===== config.mk =====
export PLATFORM = sky130hd
export DESIGN_NAME = ir_pulse_timing_encoder
export DESIGN_NICKNAME = d
export VERILOG_FILES = /design/src/rtl/core/irpte_pkg.sv /design/src/rtl/core/irpte_store.sv /design/src/rtl/core/ir_pulse_timing_encoder.sv
export SDC_FILE = /design/constraint.sdc
export NUM_CORES = 1
export LEC_CHECK = 0
export ABC_CLOCK_PERIOD_IN_PS = 7000
export CAP_MARGIN = 20
export CELL_PAD_IN_SITES_DETAIL_PLACEMENT = 1
export CELL_PAD_IN_SITES_GLOBAL_PLACEMENT = 1
export CORE_ASPECT_RATIO = 0.6
export CORE_MARGIN = 2
export CORE_UTILIZATION = 45
export CTS_CLUSTER_DIAMETER = 30
export DETAILED_ROUTE_END_ITERATION = 12
export DONT_BUFFER_PORTS = 1
export GPL_TIMING_DRIVEN = 0
export PLACE_DENSITY_LB_ADDON = 0.1
export SLEW_MARGIN = 25
export SYNTH_ARGS = -nofsm -noshare
export SYNTH_HDL_FRONTEND = slang
export SYNTH_SLANG_ARGS = --single-unit

===== constraint.sdc =====
create_clock -name clk -period 7 [get_ports clk]
set_input_delay 1.05 -clock clk [delete_from_list [all_inputs] [get_ports clk]]
set_output_delay 1.05 -clock clk [all_outputs]
set_load 0.01 [all_outputs]

===== src/rtl/core/irpte_pkg.sv =====
`timescale 1ns / 1ps
`default_nettype none
// ----------------------------------------------------------------------------
// irpte_pkg
// shared types and constants of the infrared pulse timing encoder
// ----------------------------------------------------------------------------
package irpte_pkg;

	localparam int IRPTE_MAX_BYTES = 16;

	localparam int DUR_W = 20;
	localparam int CFG_IDX_W = 3;

	// request kinds carried on the input tuser
	typedef enum logic [1:0] {
		OP_WRITE = 2'd0,
		OP_START = 2'd1,
		OP_STEP  = 2'd2
	} op_t;

	// register indexes of the configuration port
	localparam logic [CFG_IDX_W-1:0] CFG_CODING_MODE    = 3'd0;
	localparam logic [CFG_IDX_W-1:0] CFG_SILENCE_TIME   = 3'd1;
	localparam logic [CFG_IDX_W-1:0] CFG_PREAMBLE_MARK  = 3'd2;
	localparam logic [CFG_IDX_W-1:0] CFG_PREAMBLE_SPACE = 3'd3;
	localparam logic [CFG_IDX_W-1:0] CFG_ONE_MARK       = 3'd4;
	localparam logic [CFG_IDX_W-1:0] CFG_ONE_SPACE      = 3'd5;
	localparam logic [CFG_IDX_W-1:0] CFG_ZERO_MARK      = 3'd6;
	localparam logic [CFG_IDX_W-1:0] CFG_ZERO_SPACE     = 3'd7;

	localparam logic [DUR_W-1:0] RST_SILENCE_TIME   = 20'd27000;
	localparam logic [DUR_W-1:0] RST_PREAMBLE_MARK  = 20'd9000;
	localparam logic [DUR_W-1:0] RST_PREAMBLE_SPACE = 20'd4500;
	localparam logic [DUR_W-1:0] RST_ONE_MARK       = 20'd560;
	localparam logic [DUR_W-1:0] RST_ONE_SPACE      = 20'd1690;
	localparam logic [DUR_W-1:0] RST_ZERO_MARK      = 20'd560;
	localparam logic [DUR_W-1:0] RST_ZERO_SPACE     = 20'd560;

	// write port of the data byte store
	typedef struct packed {
		logic       en;
		logic [3:0] index;
		logic [7:0] value;
	} store_wr_t;

endpackage
`default_nettype wire


===== src/rtl/core/irpte_store.sv =====
`timescale 1ns / 1ps
`default_nettype none
// ----------------------------------------------------------------------------
// irpte_store
// data byte store: synchronous memory with valid bits and write forwarding
// ----------------------------------------------------------------------------
module irpte_store #(
	parameter int MAX_BYTES = irpte_pkg::IRPTE_MAX_BYTES
) (
	input  wire                  clk,
	input  wire                  arst_n,
	input  irpte_pkg::store_wr_t wr,
	input  wire  [7:0]           rd_pos,
	output logic [7:0]           rd_byte
);
	import irpte_pkg::*;

	localparam int AW = (MAX_BYTES > 1) ? $clog2(MAX_BYTES) : 1;

	logic [7:0]           mem_q [MAX_BYTES];
	logic [MAX_BYTES-1:0] valid_q;
	logic [7:0]           rd_data_q;
	logic [7:0]           fwd_data_q;
	logic                 fwd_q;
	logic                 rd_ok_q;

	logic [4:0]    wr_idx;
	logic [4:0]    rd_idx;
	logic          wr_hit;
	logic          rd_in;
	logic          fwd;
	logic [AW-1:0] wr_addr;
	logic [AW-1:0] rd_addr;

	assign wr_idx  = {1'b0, wr.index};
	assign wr_hit  = wr.en && ({1'b0, wr_idx} < 6'(MAX_BYTES));
	assign wr_addr = wr_idx[AW-1:0];
	assign rd_idx  = rd_pos[7:3];
	assign rd_in   = {1'b0, rd_idx} < 6'(MAX_BYTES);
	assign rd_addr = rd_in ? rd_idx[AW-1:0] : '0;
	// a write in the same cycle as the read of that byte wins
	assign fwd     = wr_hit && rd_in && (wr_idx == rd_idx);

	always_ff @(posedge clk) begin
		if (wr_hit) begin
			mem_q[wr_addr] <= wr.value;
		end
		rd_data_q  <= mem_q[rd_addr];
		fwd_data_q <= wr.value;
	end

	always_ff @(posedge clk or negedge arst_n) begin
		if (!arst_n) begin
			valid_q <= '0;
			fwd_q   <= 1'b0;
			rd_ok_q <= 1'b0;
		end else begin
			if (wr_hit) begin
				valid_q[wr_addr] <= 1'b1;
			end
			fwd_q   <= fwd;
			rd_ok_q <= rd_in && (valid_q[rd_addr] || fwd);
		end
	end

	// bytes never written and positions past the store read as zero
	assign rd_byte = !rd_ok_q ? 8'd0 : (fwd_q ? fwd_data_q : rd_data_q);

endmodule
`default_nettype wire


===== src/rtl/core/ir_pulse_timing_encoder.sv =====
`timescale 1ns / 1ps
`default_nettype none
// ----------------------------------------------------------------------------
// ir_pulse_timing_encoder
// infrared transmit timing generator: silence, preamble, coded data bits
// ----------------------------------------------------------------------------
// One request is taken per cycle while the output side keeps up. A request
// passes through the processing stage and its level/duration result is
// then shown from the output register. Byte writes and frame starts give no
// result. The byte that holds the next data bit is read from the store ahead
// of its use, addressed by the bit counter's next value, so back-to-back step
// requests never wait on the memory; the output register is the only place
// that stalls.
// The store reads as zeros after reset and needs no clearing pass.
// ----------------------------------------------------------------------------
module ir_pulse_timing_encoder #(
	parameter int MAX_BYTES = irpte_pkg::IRPTE_MAX_BYTES
) (
	input  wire                             clk,
	input  wire                             arst_n,
	input  wire                             cfg_we,
	input  wire  [irpte_pkg::CFG_IDX_W-1:0] cfg_index,
	input  wire  [irpte_pkg::DUR_W-1:0]     cfg_data,
	input  wire                             s_axis_tvalid,
	output logic                            s_axis_tready,
	input  wire  [23:0]                     s_axis_tdata,  // byte_index, byte_value, bit_count
	input  wire  [1:0]                      s_axis_tuser,  // op
	output logic                            m_axis_tvalid,
	input  wire                             m_axis_tready,
	output logic [23:0]                     m_axis_tdata,  // duration, level
	output logic                            m_axis_tlast
);
	import irpte_pkg::*;

	typedef enum logic [1:0] {
		PH_SILENCE  = 2'd0,
		PH_PREAMBLE = 2'd1,
		PH_ENCODE   = 2'd2
	} phase_t;

	// configuration
	logic             coding_mode_q;
	logic [DUR_W-1:0] silence_time_q;
	logic [DUR_W-1:0] preamble_mark_q;
	logic [DUR_W-1:0] preamble_space_q;
	logic [DUR_W-1:0] one_mark_q;
	logic [DUR_W-1:0] one_space_q;
	logic [DUR_W-1:0] zero_mark_q;
	logic [DUR_W-1:0] zero_space_q;

	// processing stage
	logic       valid_s1;
	logic [1:0] op_s1;
	logic [3:0] byte_index_s1;
	logic [7:0] byte_value_s1;
	logic [7:0] bit_count_s1;

	// frame state
	phase_t     phase_q;
	logic [8:0] tidx_q;
	logic [7:0] bits_q;
	logic [7:0] flen_q;

	// output register
	logic             out_valid_q;
	logic [DUR_W-1:0] out_dur_q;
	logic             out_lvl_q;
	logic             out_done_q;

	phase_t           phase_d;
	logic [8:0]       tidx_d;
	logic [7:0]       bits_d;
	logic [7:0]       flen_d;
	logic [DUR_W-1:0] dur;
	logic             lvl;
	logic             done;
	logic [7:0]       bits_inc;
	logic             cur_bit;
	logic             odd;
	logic             pwm;
	logic             man_lvl;

	logic      out_free;
	logic      fire_s1;
	logic      is_step;
	logic [7:0] rd_byte;
	store_wr_t st_wr;

	assign out_free      = !out_valid_q || m_axis_tready;
	assign is_step       = (op_s1 == OP_STEP);
	assign fire_s1       = valid_s1 && (!is_step || out_free);
	assign s_axis_tready = !valid_s1 || fire_s1;

	assign st_wr.en    = fire_s1 && (op_s1 == OP_WRITE);
	assign st_wr.index = byte_index_s1;
	assign st_wr.value = byte_value_s1;

	irpte_store #(
		.MAX_BYTES(MAX_BYTES)
	) u_store (
		.clk    (clk),
		.arst_n (arst_n),
		.wr     (st_wr),
		.rd_pos (bits_d),
		.rd_byte(rd_byte)
	);

	assign cur_bit  = rd_byte[bits_q[2:0]];
	assign odd      = tidx_q[0];
	assign pwm      = (one_space_q == zero_space_q);
	assign man_lvl  = !odd ^ cur_bit;
	assign bits_inc = bits_q + 8'd1;

	always_comb begin
		phase_d = phase_q;
		tidx_d  = tidx_q;
		bits_d  = bits_q;
		flen_d  = flen_q;
		dur     = '0;
		lvl     = 1'b0;
		done    = 1'b0;
		if (fire_s1) begin
			case (op_s1)
				OP_START: begin
					flen_d  = bit_count_s1;
					tidx_d  = 9'd0;
					bits_d  = 8'd0;
					phase_d = PH_SILENCE;
				end
				OP_STEP: begin
					tidx_d = tidx_q + 9'd1;
					if (phase_q == PH_SILENCE) begin
						dur     = silence_time_q;
						phase_d = PH_PREAMBLE;
					end else if (phase_q == PH_PREAMBLE && preamble_mark_q != '0) begin
						if (tidx_q == 9'd1) begin
							dur = preamble_mark_q;
							lvl = 1'b1;
						end else begin
							dur     = preamble_space_q;
							phase_d = PH_ENCODE;
						end
					end else begin
						phase_d = PH_ENCODE;
						if (coding_mode_q) begin
							lvl = man_lvl;
							dur = one_mark_q;
							// the opening half of the last bit counts it when it is a mark
							if (!odd || (man_lvl && bits_inc == flen_q)) begin
								bits_d = bits_inc;
							end
						end else if (odd) begin
							dur = cur_bit ? one_mark_q : zero_mark_q;
							lvl = 1'b1;
							if (pwm) begin
								bits_d = bits_inc;
							end
						end else begin
							dur = cur_bit ? one_space_q : zero_space_q;
							if (!pwm) begin
								bits_d = bits_inc;
							end
						end
						done = (bits_d == flen_q) && lvl;
						if (done) begin
							tidx_d  = 9'd0;
							bits_d  = 8'd0;
							phase_d = PH_SILENCE;
						end
					end
				end
				default: begin
				end
			endcase
		end
	end

	always_ff @(posedge clk or negedge arst_n) begin
		if (!arst_n) begin
			coding_mode_q    <= 1'b0;
			silence_time_q   <= RST_SILENCE_TIME;
			preamble_mark_q  <= RST_PREAMBLE_MARK;
			preamble_space_q <= RST_PREAMBLE_SPACE;
			one_mark_q       <= RST_ONE_MARK;
			one_space_q      <= RST_ONE_SPACE;
			zero_mark_q      <= RST_ZERO_MARK;
			zero_space_q     <= RST_ZERO_SPACE;
		end else if (cfg_we) begin
			case (cfg_index)
				CFG_CODING_MODE:    coding_mode_q    <= cfg_data[0];
				CFG_SILENCE_TIME:   silence_time_q   <= cfg_data;
				CFG_PREAMBLE_MARK:  preamble_mark_q  <= cfg_data;
				CFG_PREAMBLE_SPACE: preamble_space_q <= cfg_data;
				CFG_ONE_MARK:       one_mark_q       <= cfg_data;
				CFG_ONE_SPACE:      one_space_q      <= cfg_data;
				CFG_ZERO_MARK:      zero_mark_q      <= cfg_data;
				CFG_ZERO_SPACE:     zero_space_q     <= cfg_data;
				default: begin
				end
			endcase
		end
	end

	always_ff @(posedge clk or negedge arst_n) begin
		if (!arst_n) begin
			valid_s1    <= 1'b0;
			phase_q     <= PH_SILENCE;
			tidx_q      <= 9'd0;
			bits_q      <= 8'd0;
			flen_q      <= 8'd0;
			out_valid_q <= 1'b0;
		end else begin
			if (s_axis_tready) begin
				valid_s1 <= s_axis_tvalid;
			end
			phase_q <= phase_d;
			tidx_q  <= tidx_d;
			bits_q  <= bits_d;
			flen_q  <= flen_d;
			if (fire_s1 && is_step) begin
				out_valid_q <= 1'b1;
			end else if (m_axis_tready) begin
				out_valid_q <= 1'b0;
			end
		end
	end

	always_ff @(posedge clk) begin
		if (s_axis_tready && s_axis_tvalid) begin
			op_s1         <= s_axis_tuser;
			byte_index_s1 <= s_axis_tdata[3:0];
			byte_value_s1 <= s_axis_tdata[11:4];
			bit_count_s1  <= s_axis_tdata[19:12];
		end
		if (fire_s1 && is_step) begin
			out_dur_q  <= dur;
			out_lvl_q  <= lvl;
			out_done_q <= done;
		end
	end

	assign m_axis_tvalid = out_valid_q;
	assign m_axis_tdata  = {3'b000, out_lvl_q, out_dur_q};
	assign m_axis_tlast  = out_done_q;

endmodule
`default_nettype wire


Word level (Yosys, flattened, before mapping). Memory sizes are Yosys's and may differ from the RTL's. A register that Yosys moved wholly into a read port is not among the register bits. Index checks and enable logic that the tools add are counted.

Register bits after elaboration: 240. Latch bits: 0. Memory bits (writable): 128. Bits in read-only memories: 0. Output and inout port bits: 27. Word-level logic and storage cells: 150. Memories: 1.

Memory list: u_store.mem_q (words 16, bits a word 8, read ports 1, clocked after Yosys merged registers in 1, write ports 1, RTL line irpte_store.sv:20) `logic [7:0] mem_q [MAX_BYTES];`.

$add $sub $neg: 2. $mul: 0. Div/mod/pow operators: 0. Order comparisons: 6. Eq/ne operators: 18. Shift operators: 0. Muxes and demuxes: 51. Bitwise operators: 4. Reduce and logical (&&, ||, !) cells: 42.

Operators with widths (number): 20-bit 2-to-1 mux (7); 8-bit 2-to-1 mux (15); 9-bit 2-to-1 mux (3); 2-bit AND reduction (11); 20-bit equality test (1); 20-bit nonzero test (1); 9-bit case mux with 2 select lines (1); 8-bit equality test (2); 16-bit OR (1); 8-bit case mux with 2 select lines (1); 4-bit by 5-bit less-than comparator with 1-bit output (second input constant) (3); 1-bit 2-to-1 mux (15); 3-bit equality test (second input constant) (4); 1-bit logical AND (12); 9-bit by 1-bit adder with 9-bit output (second input constant) (1); 9-bit by 1-bit equality test with 1-bit output (second input constant) (1); 8-bit by 1-bit adder with 8-bit output (second input constant) (1); 2-bit 2-to-1 mux (4); 3-bit by 2-bit equality test with 1-bit output (second input constant) (2); 4-bit by 5-bit equality test with 1-bit output (1); 1-bit logical OR (5); 5-bit less-than comparator (second input constant) (1); 1-bit binary-select mux with 4-bit select (1); 1-bit demux with 4-bit select (1); 20 further kinds (28).

Depth between registers and ports, before layout. Gate-level depths: netlist of run 1.

Depth after elaboration: 26. Gate-level depth with buffers: 18. Gate-level depth less buffers: 15.

Hierarchy. From an unflattened synthesis of run 1, not the netlist that was laid out.

Cell total of the unflattened synthesis: 1225. Area total of the unflattened synthesis: 17080.1 um^2.

Modules (own cells, without submodules): ir_pulse_timing_encoder (times used 1, cells an instance 824, area each 10505.1 um^2, seq. area each 5616.6 um^2); irpte_store (times used 1, cells an instance 401, area each 6575.1 um^2, seq. area each 4614.4 um^2).

Least setup slack after synthesis of run 1. OpenSTA, ideal clock, no wires.

Path type: input -> register. Start: input m_axis_tready. End: register u_store.rd_data_q[5] (read register of u_store.mem_q). Data arrival time: 3.537 ns. Path slack: 3.337 ns. Stages on the path: 15. Cells stage by stage: nand3b_1 -> and2_1 -> clkbuf_1 -> nand2_1 -> or3_1 -> nor2_1 -> a21oi_1 -> mux2i_1 -> nand2_2 -> buf_4 -> mux2i_1 -> o21ai_1 -> o21a_1 -> a21oi_2 -> o22ai_2.

Word-level cells in the longest chain between the ends: 6.

RTL lines: from (decl) (RTL line ir_pulse_timing_encoder.sv:29) `input wire m_axis_tready,`; 1-bit logical OR * (RTL line ir_pulse_timing_encoder.sv:89) `assign out_free = !out_valid_q || m_axis_tready;`; 1-bit logical OR * (RTL line ir_pulse_timing_encoder.sv:91) `assign fire_s1 = valid_s1 && (!is_step || out_free);`; 1-bit logical AND * (RTL line ir_pulse_timing_encoder.sv:91); 8-bit 2-to-1 mux * (RTL line ir_pulse_timing_encoder.sv:122) `if (fire_s1) begin`; 5-bit less-than comparator (RTL line irpte_store.sv:39) `assign rd_in = {1'b0, rd_idx} < 6'(MAX_BYTES);`; 4-bit 2-to-1 mux * (RTL line irpte_store.sv:40) `assign rd_addr = rd_in ? rd_idx[AW-1:0] : '0;`; to (decl) (RTL line irpte_store.sv:22) `logic [7:0] rd_data_q;`.

Every way passes the cells marked *; elsewhere a longest branch is shown, timed or not. A chain may end at the register's enable or synchronous reset.

Final worst setup path of run 1.
Start: register one_space_q[15]. End: register u_store.rd_data_q[1] (read register of u_store.mem_q).

Word-level cells in the longest chain between the ends: 17. Elaborated cells on any way between the ends: 18. Those cells by class: 1 x order compare; 2 x eq/ne; 14 x mux; 1 x reduce/logical.

RTL lines: from (decl) (RTL line ir_pulse_timing_encoder.sv:47) `logic [DUR_W-1:0] one_space_q;`; from (signal assigned) (RTL line ir_pulse_timing_encoder.sv:195) `CFG_ONE_SPACE: one_space_q <= cfg_data;`; 20-bit equality test * (RTL line ir_pulse_timing_encoder.sv:110) `assign pwm = (one_space_q == zero_space_q);`; 8-bit 2-to-1 mux, on equally long branches (RTL line ir_pulse_timing_encoder.sv:160, ir_pulse_timing_encoder.sv:155); 8-bit 2-to-1 mux * (RTL line ir_pulse_timing_encoder.sv:152) `end else if (odd) begin`; 8-bit 2-to-1 mux * (RTL line ir_pulse_timing_encoder.sv:145) `if (coding_mode_q) begin`; 8-bit 2-to-1 mux * (RTL line ir_pulse_timing_encoder.sv:135) `end else if (phase_q == PH_PREAMBLE && preamble_mark_q != '0) begin`; 8-bit 2-to-1 mux * (RTL line ir_pulse_timing_encoder.sv:132) `if (phase_q == PH_SILENCE) begin`; 8-bit 2-to-1 mux * (RTL line ir_pulse_timing_encoder.sv:123) `case (op_s1)`; 8-bit 2-to-1 mux * (RTL line ir_pulse_timing_encoder.sv:122); [... 2 more ...]; 8-bit 2-to-1 mux * (RTL line ir_pulse_timing_encoder.sv:165) `if (done) begin`; 8-bit 2-to-1 mux * (RTL line ir_pulse_timing_encoder.sv:135); 8-bit 2-to-1 mux * (RTL line ir_pulse_timing_encoder.sv:132); 8-bit case mux with 2 select lines * (RTL line ir_pulse_timing_encoder.sv:123); 8-bit 2-to-1 mux * (RTL line ir_pulse_timing_encoder.sv:122); net bits_d[5] (RTL line ir_pulse_timing_encoder.sv:72) `logic [7:0] bits_d;`; 5-bit less-than comparator (RTL line irpte_store.sv:39); 4-bit 2-to-1 mux * (RTL line irpte_store.sv:40).

The timed path passes the listed nets; every way through them passes the cells marked *. The select of a mux whose other input is x is not followed.

==> impl_metrics.env, run 1 <==
export IMPL_drive_gt1_share_pct=30.0
export IMPL_ff2ff_setup_slack_ps=1810
export IMPL_cellLeakagePower_uw=0.00787
export IMPL_synth_area_sq_um=17100
export IMPL_ctsRootBufferMaster="clkbuf_16"
export IMPL_drt_met1_wl_um=25700
export IMPL_vias_per_cell=5.80
export IMPL_peakVddDrop_mv=0.251
export IMPL_rows=55
export IMPL_relSlewSlack_pct=32.6
export IMPL_rsz0062_at_grt="no"
export IMPL_synth_edf_count=172
export IMPL_crit_path_start="one_space_q[15]"
export IMPL_yosys_warnings=0
export IMPL_postSynthCellCount=1237
export IMPL_tightest_slew_ps=1010
export IMPL_cts_tree="yes"
export IMPL_worstSetupEndpointType="flop"
export IMPL_yosys_top_cells_area="edfxtp_1, dfrtp_1, mux2_2"
export IMPL_io_pins=81
export IMPL_finalHoldViolCount=0
export IMPL_slew_viol_final=0
export IMPL_fp_dieH_um=155
export IMPL_htree_levels=2
export IMPL_ant_nets=0
export IMPL_gr_total_overflow=0
export IMPL_hold_class="in2async"
export IMPL_dieWidth_um=256
export IMPL_async_flop_share_pct=50.0
export IMPL_yosysSeqAreaShare_pct=59.8
export IMPL_setup_slack_ps=1810
export IMPL_synth_seq_cells=376
export IMPL_grt_total_usage_pct=24.7
export IMPL_crit_type="reg2reg"
export IMPL_routedWlPerCell_um=25.8
export IMPL_cp_max_fo=10
export IMPL_min_period_ps=5190
export IMPL_cellPowerDensity_nw_per_um2=337
export IMPL_drt_iter0_drc=857
export IMPL_reg2reg_depth=13
export IMPL_path_clk_slew_ps=60
export IMPL_grt_pass1_wl_um=73100
export IMPL_yosys_area_top_type_share_pct=30.2
export IMPL_antenna_found_initial=3
export IMPL_cts_hold_fix_buffers=0
export IMPL_wl_met3_um=3530
export IMPL_rr_endpoint="u_store.rd_data_q[1]"
export IMPL_cp_start_kind="flop"
export IMPL_fmax_ghz=0.193
export IMPL_start_util_pct=45.5
export IMPL_fin_nets=1361
export IMPL_clock_sinks=376
export IMPL_syn_area_per_cell_sq_um=13.8
export IMPL_postCtsSetupBuffers=0
export IMPL_ys_types=81
export IMPL_stdcell_count=1867
export IMPL_top_layer="met4"
export IMPL_drcViolationCount=0
export IMPL_wl_met2_um=18400
export IMPL_areaGrowthSynthToFinish_pct=16.5
export IMPL_drt_pass1_iterations=5
export IMPL_routabilityCongestion=0.866
export IMPL_clk_latency_ps=590
export IMPL_io_buffers=0
export IMPL_grt_pass1_vias=11200
export IMPL_run_status="completed"
export IMPL_cts_resized_gates=0
export IMPL_fin_skew_ps=24.7
export IMPL_place_inst=1753
export IMPL_final_cell_mix="edfxtp_1, mux2_2, dfrtp_1"
export IMPL_post_dp_cell_area_sq_um=17800
export IMPL_setup_viol=0
export IMPL_fin_area_sq_um=19900
export IMPL_grt_max_degree=189
export IMPL_final_common_cell="edfxtp_1"
export IMPL_synth_main_ff_cell="edfxtp_1"
export IMPL_die_area_sq_um=39700
export IMPL_cp_arrival_ps=5580
export IMPL_cts_made_buffers=59
export IMPL_setup_tns_ps=0
export IMPL_yosys_area_top_type="edfxtp_1"
export IMPL_worstPathRequired_ps=7400
export IMPL_reg2reg_from="one_space_q[15]"
export IMPL_cts_path_max_buffers=3
export IMPL_preCtsSetupSlack_ps=2110
export IMPL_coreArea_sq_um=37600
export IMPL_routed_wl_um=48100
export IMPL_post_route_period_util_pct=74.1
export IMPL_hpwl_um=34100
export IMPL_via_count=10800
export IMPL_maxCapViolations=0
per-layer routing:
layer / vias up / GRT usage [%]
met3: 57 / 6.60
li1: 4824 / -
met1: 5664 / 40.7
met4: 0 / 3.73
met5: - / 0
met2: 289 / 32.2
through the flow:
stage | power, uW | hold WS (ps) | util, %
after floorplan | 3350 | 433 | -
after global placement | 3600 | 450 | 47.3
after detailed placement | 3630 | 454 | 47.4
after CTS | 6760 | 142 | 53.1
after global routing | 6970 | 139 | 53.1
final | 6720 | 166 | 53.1
critical path, cell delays in order, from the launching register on:
cell and delay (ps):
dfrtp_1 390, xor2_1 260, nor4_1 770, nand4_1 190
nor3_2 340, xor2_2 400, a2bb2oi_2 320, o211ai_2 210
a22oi_2 620, inv_1 180, buf_2 280, mux2i_1 160
o211ai_1 640, o22ai_1 220
how the worst max path moves through the flow:
stage                      endpoint  slack, ps
6_report       u_store.rd_data_q[1]       1810
3_5_place_dp   u_store.rd_data_q[1]       2110
3_3_place_gp   u_store.rd_data_q[1]       2120
5_1_grt        u_store.rd_data_q[2]       1650
2_1_floorplan  u_store.rd_data_q[5]       3340
4_1_cts        u_store.rd_data_q[1]       2090
synthesized netlist by cell type (all sizes together), types with 4 or more instances:
library cell and count:
a211oi 31, a21oi 44, a22o 12, a31oi 4
and2 4, and3 10, buf 28, clkbuf 42
dfrtp 155, dfstp 33, dfxtp 16, edfxtp 172
ha 6, inv 16, mux2 166, mux2i 90
mux4 20, nand2 42, nand2b 12, nand3 20
nand4 5, nand4b 4, nor2 48, nor2b 28
nor3 11, nor4 13, o211ai 21, o21a 18
o21ai 58, o22ai 10, o31ai 4, or2 19
xnor2 16, xor2 22
kinds of logic (layout without fill, tap and decap cells):
kind of cell	after synthesis	in the layout	share of synthesized area (%)
compound gates	226	226	9.13
xor+xnor	38	38	1.99
fa+ha+maj	7	7	0.497
buf+inv	86	198	2.38
flops	376	376	59.8
mux	276	276	18.8
other cells	1	6	0.0219
simple gates	227	227	7.38
flip-flops by register name, summed over array words and instances (netlist names), 2 cells and up:
register            flops
preamble_mark_q        20
byte_index_s1           4
bits_q                  8
zero_mark_q            20
zero_space_q           20
tidx_q                  9
u_store.valid_q        16
u_store.mem_q         128
silence_time_q         20
one_mark_q             20
op_s1                   2
flen_q                  8
phase_q                 2
one_space_q            20
u_store.rd_data_q       8
byte_value_s1           8
out_dur_q              20
bit_count_s1            8
u_store.fwd_data_q      8
preamble_space_q       20
layout make-up:
class                           count  area [sq um]
Timing Repair Buffer                1          7.51
Fill cell                        3710         17600
Buffer                             70           349
Inverter                           16          60.1
Multi-Input combinational cell    777          6510
Clock inverter                     41           489
Antenna cell                        3          7.51
Sequential cell                   376         10200
Clock buffer                       70          1650
Tap cell                          513           642
where the power goes:
part           internal [uW]  switching, uW  total [uW]
sequential              2580            205        2790
clock                   2000           1120        3110
combinational            400            421         821
total                   4980           1740        6720
Power figures use the tool's default switching activity.
==> run 2, diff against run 1 <==
ABC_CLOCK_PERIOD_IN_PS = 5100   (was 7000)
clock period = 5.1 ns   (was 7 ns; I/O delays follow)
==> run 2 against run 1 <==
Clock power grew 37%. Combinational power grew 41%. Largest cell class unchanged. Setup slack got worse by 1600 ps. Cell count about the same. Fmax increased by 6.6%. Critical path type unchanged.
==> impl_metrics.env, run 2 (synthesis gave the netlist of run 1 again) <==
export IMPL_ff2ff_setup_slack_ps=230
export IMPL_largest_reg_flops=128
export IMPL_worstSetupEndpointType="flop"
export IMPL_cellLeakagePower_uw=0.00789
export IMPL_drt_pass1_iterations=5
export IMPL_fillCellCount=3702
export IMPL_fp_dieH_um=155
export IMPL_antenna_found_initial=2
export IMPL_grt_pass1_vias=11200
export IMPL_cts_path_max_buffers=3
export IMPL_setup_viol=0
export IMPL_setup_tns_ps=0
export IMPL_clock_sinks=376
export IMPL_rows=55
export IMPL_tightest_slew_ps=999
export IMPL_areaGrowthSynthToFinish_pct=17.0
export IMPL_relSlewSlack_pct=33.2
export IMPL_final_cell_mix="edfxtp_1, mux2_2, dfrtp_1"
export IMPL_start_util_pct=45.5
export IMPL_hold_class="in2async"
export IMPL_reg2reg_depth=14
export IMPL_min_period_ps=4870
export IMPL_grt_max_degree=156
export IMPL_routed_wl_um=48500
export IMPL_drive_gt1_share_pct=30.5
export IMPL_hpwl_um=34100
export IMPL_coreArea_sq_um=37600
export IMPL_worstPathCellList="nor4_2, and3_1, a311oi_1, clkbuf_1, o21ai_0, nand3_2, a211oi_1, o211ai_2, nand2_2, clkbuf_4, mux2i_1, mux2i_1, o211ai_1, o22ai_1"
export IMPL_grt_total_usage_pct=24.8
export IMPL_crit_path_frequent_cell="mux2i_1"
export IMPL_io_buffers=0
export IMPL_dieWidth_um=256
export IMPL_slew_viol_final=0
export IMPL_routedWlPerCell_um=25.9
export IMPL_cp_start_kind="flop"
export IMPL_fin_area_sq_um=20000
export IMPL_ctsRootBufferMaster="clkbuf_16"
export IMPL_reg2reg_from="preamble_mark_q[16]"
export IMPL_cp_max_fo=10
export IMPL_cellPowerDensity_nw_per_um2=463
export IMPL_rsz0062_at_grt="no"
export IMPL_fmax_ghz=0.206
export IMPL_finalHoldViolCount=0
export IMPL_drt_iter0_drc=849
export IMPL_clk_latency_ps=590
export IMPL_post_dp_cell_area_sq_um=17800
export IMPL_rr_endpoint="u_store.rd_data_q[1]"
export IMPL_worstPathRequired_ps=5500
export IMPL_peakVddDrop_mv=0.345
export IMPL_io_pins=81
export IMPL_path_clk_slew_ps=60
export IMPL_via_count=10800
export IMPL_maxCapViolations=0
export IMPL_cts_made_buffers=59
export IMPL_ant_nets=0
export IMPL_die_area_sq_um=39700
export IMPL_cts_tree="yes"
export IMPL_regMostFlops="u_store.mem_q"
export IMPL_grt_pass1_wl_um=73500
export IMPL_fin_nets=1362
export IMPL_fin_skew_ps=24.4
export IMPL_cp_arrival_ps=5260
export IMPL_final_common_cell="edfxtp_1"
export IMPL_vias_per_cell=5.79
export IMPL_run_status="completed"
export IMPL_crit_type="reg2reg"
export IMPL_drcViolationCount=0
export IMPL_cp_slowest_cell="o211ai_1"
export IMPL_routabilityCongestion=0.866
export IMPL_htree_levels=2
export IMPL_slowest_delay_ps=640
export IMPL_post_route_period_util_pct=95.4
export IMPL_gr_total_overflow=0
-- run 2: cell count changes in the layout (fill, tap and decap cells not counted), sizes merged --
cell	before	now
buf	29	30
-- run 2: worst max path at each step --
stage	startpoint	end	slack, ps	cells past startpoint
6_report	preamble_mark_q[16]	u_store.rd_data_q[1]	230	14
3_5_place_dp	one_space_q[15]	u_store.rd_data_q[1]	210	13
4_1_cts	preamble_mark_q[16]	u_store.rd_data_q[1]	190	14
2_1_floorplan	bits_q[0]	u_store.rd_ok_q	1700	16
5_1_grt	zero_space_q[19]	u_store.rd_data_q[1]	30	14
3_3_place_gp	preamble_mark_q[4]	u_store.rd_data_q[1]	220	13
-- run 2: worst max-delay path: cells and delay by family (launching register included) --
family	cells	cell delay, ps
AO/OA/AOI/OAI	6	1860
buffers and inverters	2	660
flip-flops	1	430
multiplexers	2	430
AND/OR/NAND/NOR	4	1280
-- run 2: what timing repair did --
item | 4_1_cts | 5_1_grt
setup buffers | 0 | 1
hold buffers | 1 | 0
setup endpoints to repair | 0 | 7
endpoints found under the hold margin | 155 | 0
gates resized for setup | 0 | 7
-- run 2: through the flow --
stage                     hold WS, ps  power [uW]  instances  utilization, %  setup WS, ps
final                            27.1        9260       1868            53.3           235
after global placement            450        4940       1752            47.3           218
after detailed placement          454        4990       1753            47.4           211
after floorplan                   433        4600       1239               -          1700
after global routing            0.186        9610       1865            53.3          25.7
after CTS                        3.53        9310       1865            53.1           189
-- run 2: final cells by class --
class / instances / area, sq um / area share [%]
sequential: 376 / 10200 / 51.1
multi-input combinational: 777 / 6540 / 32.7
clock buffer: 70 / 1650 / 8.25
tap: 513 / 642 / 3.21
clock inverter: 41 / 489 / 2.44
buffer: 69 / 348 / 1.74
inverter: 16 / 60.1 / 0.300
timing repair buffer: 3 / 42.5 / 0.213
antenna: 3 / 7.51 / 0.0375
-- run 2: power by group --
group,switching [uW],internal (uW)
Sequential,282,3550
Combinational,606,553
Clock,1530,2740
Total,2420,6840
-- run 2: layer usage --
layer  up-vias  routed length [um]  track usage (%)
li1       4827                   -                -
met1      5644               25900             40.9
met2       295               18500             32.3
met3        56                3610             6.81
met4         0                 537             3.90
met5         -                   0                0
==> run 3, diff against run 2 <==
ABC_CLOCK_PERIOD_IN_PS = 5950   (was 5100)
clock period = 5.95 ns   (was 5.1 ns; I/O delays follow)
==> run 3 against run 2 <==
Sequential power down 14%. Wire length down 0.15%. Combinational power down 16%. Setup slack better by 530 ps. Sequential share of layout area up 0.083 points. Cell count about the same. Largest cell class unchanged.
==> impl_metrics.env, run 3 (synthesis gave the netlist of run 1 again) <==
export IMPL_run_status="completed"
export IMPL_clock_sinks=376
export IMPL_cts_tree="yes"
export IMPL_peakVddDrop_mv=0.296
export IMPL_clk_latency_ps=580
export IMPL_fmax_ghz=0.193
export IMPL_hold_class="in2async"
export IMPL_grt_busiest_layer="met1"
export IMPL_multiInputGateArea_sq_um=6510
export IMPL_ctsRootBufferMaster="clkbuf_16"
export IMPL_grt_pass1_wl_um=73400
export IMPL_sequential_cell_area_sq_um=10200
export IMPL_cp_start_kind="flop"
export IMPL_die_area_sq_um=39700
export IMPL_routedWlPerCell_um=25.9
export IMPL_drcViolationCount=0
export IMPL_post_route_period_util_pct=87.1
export IMPL_grtUsageMet2_pct=32.4
export IMPL_stdcell_count=1869
export IMPL_largest_reg_flops=128
export IMPL_cellPowerDensity_nw_per_um2=396
export IMPL_io_pins=81
export IMPL_final_common_cell="edfxtp_1"
export IMPL_cts_path_max_buffers=3
export IMPL_dieWidth_um=256
export IMPL_relSlewSlack_pct=33.6
export IMPL_grt_pass1_vias=11200
export IMPL_fp_dieH_um=155
export IMPL_fin_nets=1363
export IMPL_drt_pass1_iterations=5
export IMPL_final_cell_mix="edfxtp_1, mux2_2, dfrtp_1"
export IMPL_gr_total_overflow=0
export IMPL_postCtsSetupBuffers=0
export IMPL_fin_skew_ps=24.3
export IMPL_tightest_slew_ps=993
export IMPL_rows=55
export IMPL_ant_nets=0
export IMPL_path_clk_slew_ps=50
export IMPL_start_util_pct=45.5
export IMPL_cellLeakagePower_uw=0.00789
export IMPL_areaGrowthSynthToFinish_pct=16.8
export IMPL_routed_wl_um=48400
export IMPL_worstPathRequired_ps=6350
export IMPL_cts_made_buffers=59
export IMPL_reg2reg_depth=13
export IMPL_routabilityCongestion=0.866
export IMPL_regMostFlops="u_store.mem_q"
export IMPL_crit_type="reg2reg"
export IMPL_grt_max_degree=141
export IMPL_cp_max_fo=10
export IMPL_met3_usage_pct=6.66
export IMPL_via_count=10900
export IMPL_min_period_ps=5180
export IMPL_htree_levels=2
export IMPL_worstSetupEndpointType="flop"
export IMPL_fillCellCount=3709
export IMPL_io_buffers=0
export IMPL_drt_iter0_drc=821
export IMPL_setup_tns_ps=0
export IMPL_reg2reg_from="one_space_q[15]"
export IMPL_finalHoldViolCount=0
export IMPL_antenna_found_initial=3
export IMPL_vias_per_cell=5.83
export IMPL_setup_viol=0
export IMPL_grt_total_usage_pct=24.8
export IMPL_coreArea_sq_um=37600
export IMPL_rsz0062_at_grt="no"
export IMPL_maxCapViolations=0
export IMPL_place_inst=1753
export IMPL_drive_gt1_share_pct=30.0
export IMPL_rr_endpoint="u_store.rd_data_q[1]"
export IMPL_hpwl_um=34100
export IMPL_cp_arrival_ps=5580
export IMPL_slew_viol_final=0
export IMPL_ff2ff_setup_slack_ps=770
export IMPL_grtUsageMet1_pct=40.9
## run 3: cell types whose count changed in the layout (fill, tap and decap cells not counted), sizes merged
cell,previous run,this run
dlygate4sd3,0,1
## run 3: area by class of cell
| class | instances | area share [%] |
|---|---|---|
| antenna | 3 | 0.0376 |
| buffer | 70 | 1.75 |
| clock buffer | 70 | 8.26 |
| clock inverter | 41 | 2.45 |
| inverter | 16 | 0.301 |
| multi-input combinational | 777 | 32.6 |
| sequential | 376 | 51.2 |
| tap | 513 | 3.21 |
| timing repair buffer | 3 | 0.225 |
## run 3: power breakdown
group	switching [uW]	internal, uW
clock network	1310	2350
registers	241	3040
logic	505	473
total	2060	5860
## run 3: critical path, cell delays in order, from the launching register on
cell	delay, ps
dfrtp_1	390
xor2_1	270
nor4_1	770
nand4_1	190
nor3_2	350
xor2_2	390
a2bb2oi_2	330
o211ai_2	210
a22oi_2	610
inv_1	180
buf_2	280
mux2i_1	160
o211ai_1	640
o22ai_1	220
## run 3: worst max-delay path by stage
stage / start / to / cells after the start
after floorplan: m_axis_tready / u_store.rd_data_q[5] / 15
after global placement: preamble_mark_q[4] / u_store.rd_data_q[1] / 13
after detailed placement: one_space_q[15] / u_store.rd_data_q[1] / 13
after CTS: preamble_mark_q[16] / u_store.rd_data_q[1] / 14
after global routing: preamble_mark_q[16] / u_store.rd_data_q[2] / 14
final: one_space_q[15] / u_store.rd_data_q[1] / 13
## run 3: metrics by stage
| step | hold WS (ps) | utilization (%) | setup slack (ps) | power, uW | cell area (sq um) |
|---|---|---|---|---|---|
| detailed placement | 454 | 47.4 | 1060 | 4270 | 17800 |
| finish | 46.1 | 53.2 | 766 | 7920 | 20000 |
| CTS | 1.29 | 53.2 | 1040 | 7970 | 20000 |
| global placement | 450 | 47.3 | 1070 | 4230 | 17800 |
| global route | 5.02 | 53.2 | 602 | 8210 | 20000 |
| floorplan | 433 | - | 2440 | 3940 | 17100 |
## run 3: per-layer routing
layer | vias to the layer above | part of all wire [%]
met5 | - | 0
met4 | 0 | 1.1
li1 | 4832 | -
met3 | 55 | 7.4
met1 | 5689 | 53
met2 | 314 | 38
## run 3: repair_timing
| item | 4_1_cts | 5_1_grt |
|---|---|---|
| hold buffers | 2 | 0 |
| endpoints found under the setup margin | 0 | 0 |
| endpoints found under the hold margin | 48 | 0 |
| resized for setup | 0 | 0 |
